<file path="config.mk">
export PLATFORM = sky130hd
export DESIGN_NAME = hamming_code_encoder
export DESIGN_NICKNAME = d
export VERILOG_FILES = /design/src/rtl/hce_pkg.sv /design/src/rtl/hamming_code_encoder.sv /design/src/rtl/hce_stage.sv /design/src/rtl/hce_encode.sv
export SDC_FILE = /design/constraint.sdc
export NUM_CORES = 1
export LEC_CHECK = 0
export BUFFER_PORTS_ARGS = -buffer_cell sky130_fd_sc_hd__buf_2
export CORE_UTILIZATION = 30
export DETAILED_ROUTE_END_ITERATION = 12
export HOLD_SLACK_MARGIN = 0.05
export RECOVER_POWER = 25
export SYNTH_ARGS = -nofsm -noshare
export SYNTH_HDL_FRONTEND = slang
export SYNTH_SLANG_ARGS = --single-unit
</file>
<file path="constraint.sdc">
create_clock -name i_clk -period 8.6 [get_ports i_clk]
set_clock_uncertainty 0.05 [all_clocks]
set_input_delay 1.72 -clock i_clk [delete_from_list [all_inputs] [get_ports i_clk]]
set_output_delay 1.72 -clock i_clk [all_outputs]
set_load 0.1 [all_outputs]
</file>
<file path="src/rtl/hce_pkg.sv">
// shared constants and elaboration-time functions for the hamming code encoder
// no dependencies
`timescale 1ns / 1ps

package hce_pkg;

    localparam int MAX_DATA_BITS_C = 57;
    localparam int CFG_W           = 6;
    localparam logic [CFG_W-1:0] DATA_LENGTH_RST = CFG_W'(4);

    // least r with 2^r >= m + r + 1
    function automatic int f_parity_count(input int m);
        int r;
        r = 0;
        while ((1 << r) < m + r + 1) r++;
        return r;
    endfunction

    function automatic int f_code_width(input int m);
        return m + f_parity_count(m);
    endfunction

    // 1-based codeword position of data bit j
    function automatic int f_code_pos(input int j);
        int pos;
        int cnt;
        pos = 0;
        cnt = -1;
        while (cnt < j) begin
            pos++;
            if ((pos & (pos - 1)) != 0) cnt++;
        end
        return pos;
    endfunction

    // data bits covered by parity position 2^k
    function automatic logic [MAX_DATA_BITS_C-1:0] f_parity_mask(input int k);
        logic [MAX_DATA_BITS_C-1:0] mask;
        mask = '0;
        for (int j = 0; j < MAX_DATA_BITS_C; j++) begin
            if (((f_code_pos(j) >> k) & 1) != 0) mask[j] = 1'b1;
        end
        return mask;
    endfunction

endpackage

</file>
<file path="src/rtl/hamming_code_encoder.sv">
// Hamming code encoder, even parity, configurable data length.
// Input channel: i_in_valid / o_in_stall carry i_data_bits; a transaction
//   happens at a rising edge with valid high and stall low.
// Output channel: o_out_valid / i_out_stall carry o_codeword and
//   o_code_length; one result transaction per input transaction, in order.
// Config: i_cfg_we writes i_cfg_wdata into data_length (reset 4); write it
//   only while the block is empty. Zero acts as one, values above the
//   maximum act as the maximum.
// Datapath: input register, xor network, result register.
// Throughput: one word per cycle unless the output stalls; the two
//   register stages each advance when empty or their contents leave.
// Stall: a stalled result holds its payload; the input register keeps
//   accepting; o_in_stall rises when both stages are full and stalled.
// Reset: synchronous active-low, empties both stages and restores
//   data_length to 4.
// depends on hce_pkg, hce_stage, hce_encode
`timescale 1ns / 1ps

module hamming_code_encoder #(
    parameter  int P_MAX_DATA_BITS = hce_pkg::MAX_DATA_BITS_C,
    localparam int CW    = hce_pkg::f_code_width(P_MAX_DATA_BITS),
    localparam int LEN_W = $clog2(CW + 1)
) (
    input  logic                         i_clk,
    input  logic                         i_rst_n,
    // configuration
    input  logic                         i_cfg_we,
    input  logic [hce_pkg::CFG_W-1:0]    i_cfg_wdata,
    // input channel
    input  logic                         i_in_valid,
    output logic                         o_in_stall,
    input  logic [P_MAX_DATA_BITS-1:0]   i_data_bits,
    // output channel
    output logic                         o_out_valid,
    input  logic                         i_out_stall,
    output logic [CW-1:0]                o_codeword,
    output logic [LEN_W-1:0]             o_code_length
);

    import hce_pkg::*;

    localparam int S1_W = P_MAX_DATA_BITS + CFG_W;
    localparam int S2_W = CW + LEN_W;

    logic [CFG_W-1:0]           r_data_length;
    // stage one: captured word plus the length in force when it arrived
    logic                       s1_valid;
    logic                       s1_stall;
    logic [S1_W-1:0]            s1_data;
    logic [P_MAX_DATA_BITS-1:0] s1_word;
    logic [CFG_W-1:0]           s1_length;
    // encoder output feeding the result register
    logic [CW-1:0]              enc_code;
    logic [LEN_W-1:0]           enc_len;
    logic [S2_W-1:0]            s2_data;

    // config register, no read-back
    always_ff @(posedge i_clk) begin
        if (!i_rst_n) begin
            r_data_length <= DATA_LENGTH_RST;
        end else if (i_cfg_we) begin
            r_data_length <= i_cfg_wdata;
        end
    end

    hce_stage #(
        .P_WIDTH (S1_W)
    ) u_in_stage (
        .i_clk   (i_clk),
        .i_rst_n (i_rst_n),
        .i_valid (i_in_valid),
        .o_stall (o_in_stall),
        .i_data  ({i_data_bits, r_data_length}),
        .o_valid (s1_valid),
        .i_stall (s1_stall),
        .o_data  (s1_data)
    );

    assign s1_word   = s1_data[S1_W-1:CFG_W];
    assign s1_length = s1_data[CFG_W-1:0];

    // scatter and parity trees between the two registers
    hce_encode #(
        .P_MAX_DATA_BITS (P_MAX_DATA_BITS)
    ) u_encode (
        .i_data        (s1_word),
        .i_length      (s1_length),
        .o_codeword    (enc_code),
        .o_code_length (enc_len)
    );

    hce_stage #(
        .P_WIDTH (S2_W)
    ) u_out_stage (
        .i_clk   (i_clk),
        .i_rst_n (i_rst_n),
        .i_valid (s1_valid),
        .o_stall (s1_stall),
        .i_data  ({enc_code, enc_len}),
        .o_valid (o_out_valid),
        .i_stall (i_out_stall),
        .o_data  (s2_data)
    );

    assign o_codeword    = s2_data[S2_W-1:LEN_W];
    assign o_code_length = s2_data[LEN_W-1:0];

endmodule

</file>
<file path="src/rtl/hce_stage.sv">
// one valid/stall register stage with a registered payload
// depends on nothing
`timescale 1ns / 1ps

module hce_stage #(
    parameter int P_WIDTH = 8
) (
    input  logic               i_clk,
    input  logic               i_rst_n,
    input  logic               i_valid,
    output logic               o_stall,
    input  logic [P_WIDTH-1:0] i_data,
    output logic               o_valid,
    input  logic               i_stall,
    output logic [P_WIDTH-1:0] o_data
);

    logic               r_valid;
    logic [P_WIDTH-1:0] r_data;
    logic               load_en;

    // stage frees up when empty or when its contents leave this cycle
    assign load_en = !r_valid || !i_stall;
    assign o_stall = !load_en;
    assign o_valid = r_valid;
    assign o_data  = r_data;

    always_ff @(posedge i_clk) begin
        if (!i_rst_n) begin
            r_valid <= 1'b0;
        end else if (load_en) begin
            r_valid <= i_valid;
        end
    end

    always_ff @(posedge i_clk) begin
        if (load_en && i_valid) begin
            r_data <= i_data;
        end
    end

endmodule

</file>
<file path="src/rtl/hce_encode.sv">
// combinational hamming encode: length clamp, data scatter, parity xor trees
// depends on hce_pkg
`timescale 1ns / 1ps

module hce_encode #(
    parameter  int P_MAX_DATA_BITS = hce_pkg::MAX_DATA_BITS_C,
    localparam int CW    = hce_pkg::f_code_width(P_MAX_DATA_BITS),
    localparam int LEN_W = $clog2(CW + 1)
) (
    input  logic [P_MAX_DATA_BITS-1:0]   i_data,
    input  logic [hce_pkg::CFG_W-1:0]    i_length,
    output logic [CW-1:0]                o_codeword,
    output logic [LEN_W-1:0]             o_code_length
);

    import hce_pkg::*;

    localparam int R_MAX = f_parity_count(P_MAX_DATA_BITS);

    logic [CFG_W-1:0]           m_eff;
    logic [P_MAX_DATA_BITS-1:0] data_m;
    logic [LEN_W-1:0]           par_cnt;

    // zero length acts as one, over-long acts as the maximum
    always_comb begin
        if (i_length == '0) begin
            m_eff = CFG_W'(1);
        end else if (i_length > CFG_W'(P_MAX_DATA_BITS)) begin
            m_eff = CFG_W'(P_MAX_DATA_BITS);
        end else begin
            m_eff = i_length;
        end
    end

    for (genvar j = 0; j < P_MAX_DATA_BITS; j++) begin : g_mask
        assign data_m[j] = i_data[j] && (CFG_W'(j) < m_eff);
    end

    // independent compares, the count of failed thresholds is r
    always_comb begin
        par_cnt = '0;
        for (int k = 0; k < R_MAX; k++) begin
            if ((CFG_W + 1)'(1 << k) < ({1'b0, m_eff} + (CFG_W + 1)'(k + 1))) begin
                par_cnt = LEN_W'(k + 1);
            end
        end
    end

    assign o_code_length = LEN_W'(m_eff) + par_cnt;

    for (genvar j = 0; j < P_MAX_DATA_BITS; j++) begin : g_scatter
        assign o_codeword[f_code_pos(j) - 1] = data_m[j];
    end

    for (genvar k = 0; k < R_MAX; k++) begin : g_parity
        localparam logic [MAX_DATA_BITS_C-1:0] PMASK = f_parity_mask(k);
        assign o_codeword[(1 << k) - 1] = ^(data_m & PMASK[P_MAX_DATA_BITS-1:0]);
    end

endmodule

</file>
==> flow_metrics.tcl <==
set metrics [dict create \
    final_cell_mix "132 x edfxtp_1, 128 x buf_2, 54 x xnor2_1" \
    finalNonFillerCells 1048 \
    p_sw_frac 0.3229 \
    hpwl_um 14250 \
    vias 5112 \
    seq_area_frac_synth 0.5670 \
    finalPower_mw 2.136 \
    grt_pass1_vias 5019 \
    rsz0062_at_grt "no" \
    clk_pin_slew_ns 0.06 \
    critPathSlowestCell "clkbuf_1" \
    required_ns 8.72 \
    max_freq_mhz 161.0 \
    grt_pass1_wl_um 29710 \
    status "finished, violations left" \
    pwr-share-seq 0.393 \
    drc 0 \
    p_leak_nw 3.478 \
    synth_cells 583 \
    die_x_um 157.7 \
    cts_hold_buf 0 \
    ios 139 \
    grt_antenna_before_repair 0 \
    ff2ff_path_depth 12 \
    crit-reg2reg-launch "u_in_stage.o_data[5]" \
    p_sw_mw 0.6898 \
    setup_viol 0 \
    cts_resized 0 \
    syn_nets 657 \
    core_area_um2 23610 \
    final_common_cell "edfxtp_1" \
    placed_cells 1016 \
    final_core_util 0.3749 \
    path_cells "clkbuf_1 -> and2_1 -> a21oi_1 -> inv_1 -> ha_1 -> inv_1 -> nand3_2 -> a32oi_2 -> xnor2_1 -> xnor2_1 -> xnor3_1 -> xnor3_1" \
    hold_end "u_in_stage.o_data[5]" \
    synth_edf_count 132 \
    drt_pass1_iterations 5 \
    cts_tree "done" \
    grt_max_degree 70 \
    cp_max_fo 54 \
    fin_crit_sh 0.7223 \
    maxCapViolations 1 \
    post_cts.repair.setup_buffers 0 \
    ys.flop_type "edfxtp_1" \
    setup_tns_ns 0 \
    reg2reg_slack_ns 2.39 \
    startpoint_type "flop" \
    clk_latency_ns 0.43 \
    fp.dieH_um 157.7 \
    slew_violations 55 \
    htree_num_levels 4 \
    nets 790 \
    grt_usage 0.1663 \
    cpPeakStageDelay_ns 1.73 \
    wl_per_cell_um 19.35 \
    numClockSinks 140 \
    io_buffer_count 138 \
    place_area_um2 8264 \
    gp_congestion 0.8765 \
    design_area_um2 8853 \
    period_needed_ns 6.211 \
    grt_overflow 0 \
    yosys_warnings 0 \
    drive_gt1_frac 0.2579 \
    hp-class "flop to flop" \
    antennaDiodeCount 0 \
    slew_headroom -0.6308 \
    wl_um 20280 \
    end_kind "flop" \
    area_growth_pct 21.73 \
    root_buffer "clkbuf_16" \
    hold_depth 0 \
    ys_ff_latch 140 \
    power.density_nw_per_um2 241.3 \
    p_int_mw 1.446 \
    synth_cell_types 76 \
    ir_drop_uv 91.44 \
    min_from "r_data_length[5]" \
    via_per_inst 4.878 \
    async_flop_share 0 \
    p_clk_frac 0.353 \
    cts_buffer_depth 2 \
    hold_viol 0 \
    antenna_left 0 \
    worstSetupPathType "flop to flop" \
    syn_area_per_cell_um2 12.48 \
    cts_buffers 17 \
    r2r_end "u_out_stage.o_data[21]" \
    die_area_um2 24870 \
    tightest_slew_ns 2.446 \
    syn_area_um2 7273 \
    comb_power_share 0.254 \
    drt_iter0_markers 363 \
    initial_utilization 0.3080 \
    violations "max-capacitance violations, max-slew violations" \
    critPathArrivalTime_ns 6.33 \
    num_rows 56 \
]
==> worst max-delay path, delay by kind of cell, from the launching register on <==
| family | cells | cell delay, ns |
|---|---|---|
| buf+inv | 3 | 2.19 |
| fa+ha+maj | 1 | 0.73 |
| xor+xnor | 4 | 1.37 |
| simple gates | 2 | 0.82 |
| compound gates | 2 | 0.46 |
| flops | 1 | 0.32 |
==> kinds of logic (layout without fill, tap and decap cells) <==
family / count (synthesis) / in the layout / share of synthesized area
multiplexers: 11 / 11 / 0.01514
XOR/XNOR: 85 / 85 / 0.1204
flip-flops: 140 / 140 / 0.5670
AO/OA/AOI/OAI: 142 / 142 / 0.1383
adder cells (fa/ha/maj): 6 / 6 / 0.01135
AND/OR/NAND/NOR: 145 / 145 / 0.1120
buffers and inverters: 54 / 200 / 0.03578
==> power by group through the flow <==
stage	clock network, mW	logic, mW	registers, mW
floorplan	0	0.257	1.03
global placement	0	0.535	0.856
detailed placement	0	0.541	0.855
CTS	0.774	0.543	0.841
global route	0.800	0.570	0.844
finish	0.755	0.542	0.840
==> registers in the layout (all words and copies together), names as in the netlist <==
register / flops
u_in_stage.o_data: 63
u_out_stage.o_data: 69
u_out_stage.o_valid: 1
u_in_stage.o_valid: 1
r_data_length: 6
==> cell usage after synthesis (7+ instances only) <==
cell type | instances | area share
a21oi_1 | 30 | 0.021
and2_1 | 7 | 0.0060
and3_1 | 12 | 0.010
buf_2 | 16 | 0.011
clkbuf_1 | 7 | 0.0036
dfxtp_1 | 8 | 0.022
edfxtp_1 | 132 | 0.54
inv_1 | 22 | 0.011
mux2i_1 | 11 | 0.015
nand2_1 | 36 | 0.019
nand2b_1 | 8 | 0.0069
nor2_1 | 27 | 0.014
nor2b_1 | 20 | 0.017
nor3_1 | 8 | 0.0055
o211ai_1 | 8 | 0.0083
o21a_1 | 12 | 0.012
o21ai_0 | 26 | 0.018
xnor2_1 | 54 | 0.065
xnor3_1 | 9 | 0.028
xor2_1 | 21 | 0.025
==> final cells by class <==
cell class,instances,area [um^2]
Clock buffer,23,553.0
Clock inverter,9,63.81
Fill cell,2342,14760
Inverter,22,82.58
Multi-Input combinational cell,389,2900
Sequential cell,140,4124
Tap cell,319,399.1
Timing Repair Buffer,146,730.7
==> metal layers <==
layer	routed length (um)	vias up	global-route usage
li1	-	2420	-
met1	8871	2445	0.2187
met2	9567	213	0.2610
met3	1384	34	0.03860
met4	456	0	0.07120
met5	0	-	0
==> worst max-delay path by stage <==
| stage | startpoint | to | slack (ns) | depth (start not counted) |
|---|---|---|---|---|
| after floorplan | i_out_stall | u_out_stage.o_data[0] | 1.20 | 1 |
| after global placement | u_in_stage.o_data[5] | u_out_stage.o_data[7] | 4.02 | 12 |
| after detailed placement | u_in_stage.o_data[5] | u_out_stage.o_data[7] | 3.86 | 12 |
| after CTS | u_in_stage.o_data[5] | u_out_stage.o_data[7] | 3.83 | 12 |
| after global routing | u_in_stage.o_data[5] | u_out_stage.o_data[7] | 1.95 | 12 |
| final | u_in_stage.o_data[5] | u_out_stage.o_data[21] | 2.39 | 12 |
==> per-stage QoR <==
stage	hold WS (ns)	worst slack [ns]
6_report	0.4016	2.389
5_1_grt	0.4238	1.947
4_1_cts	0.4049	3.831
3_5_place_dp	0.3850	3.859
3_3_place_gp	0.3841	4.019
2_1_floorplan	0.3576	1.202
No activity file was read; power rests on OpenSTA's default activity.
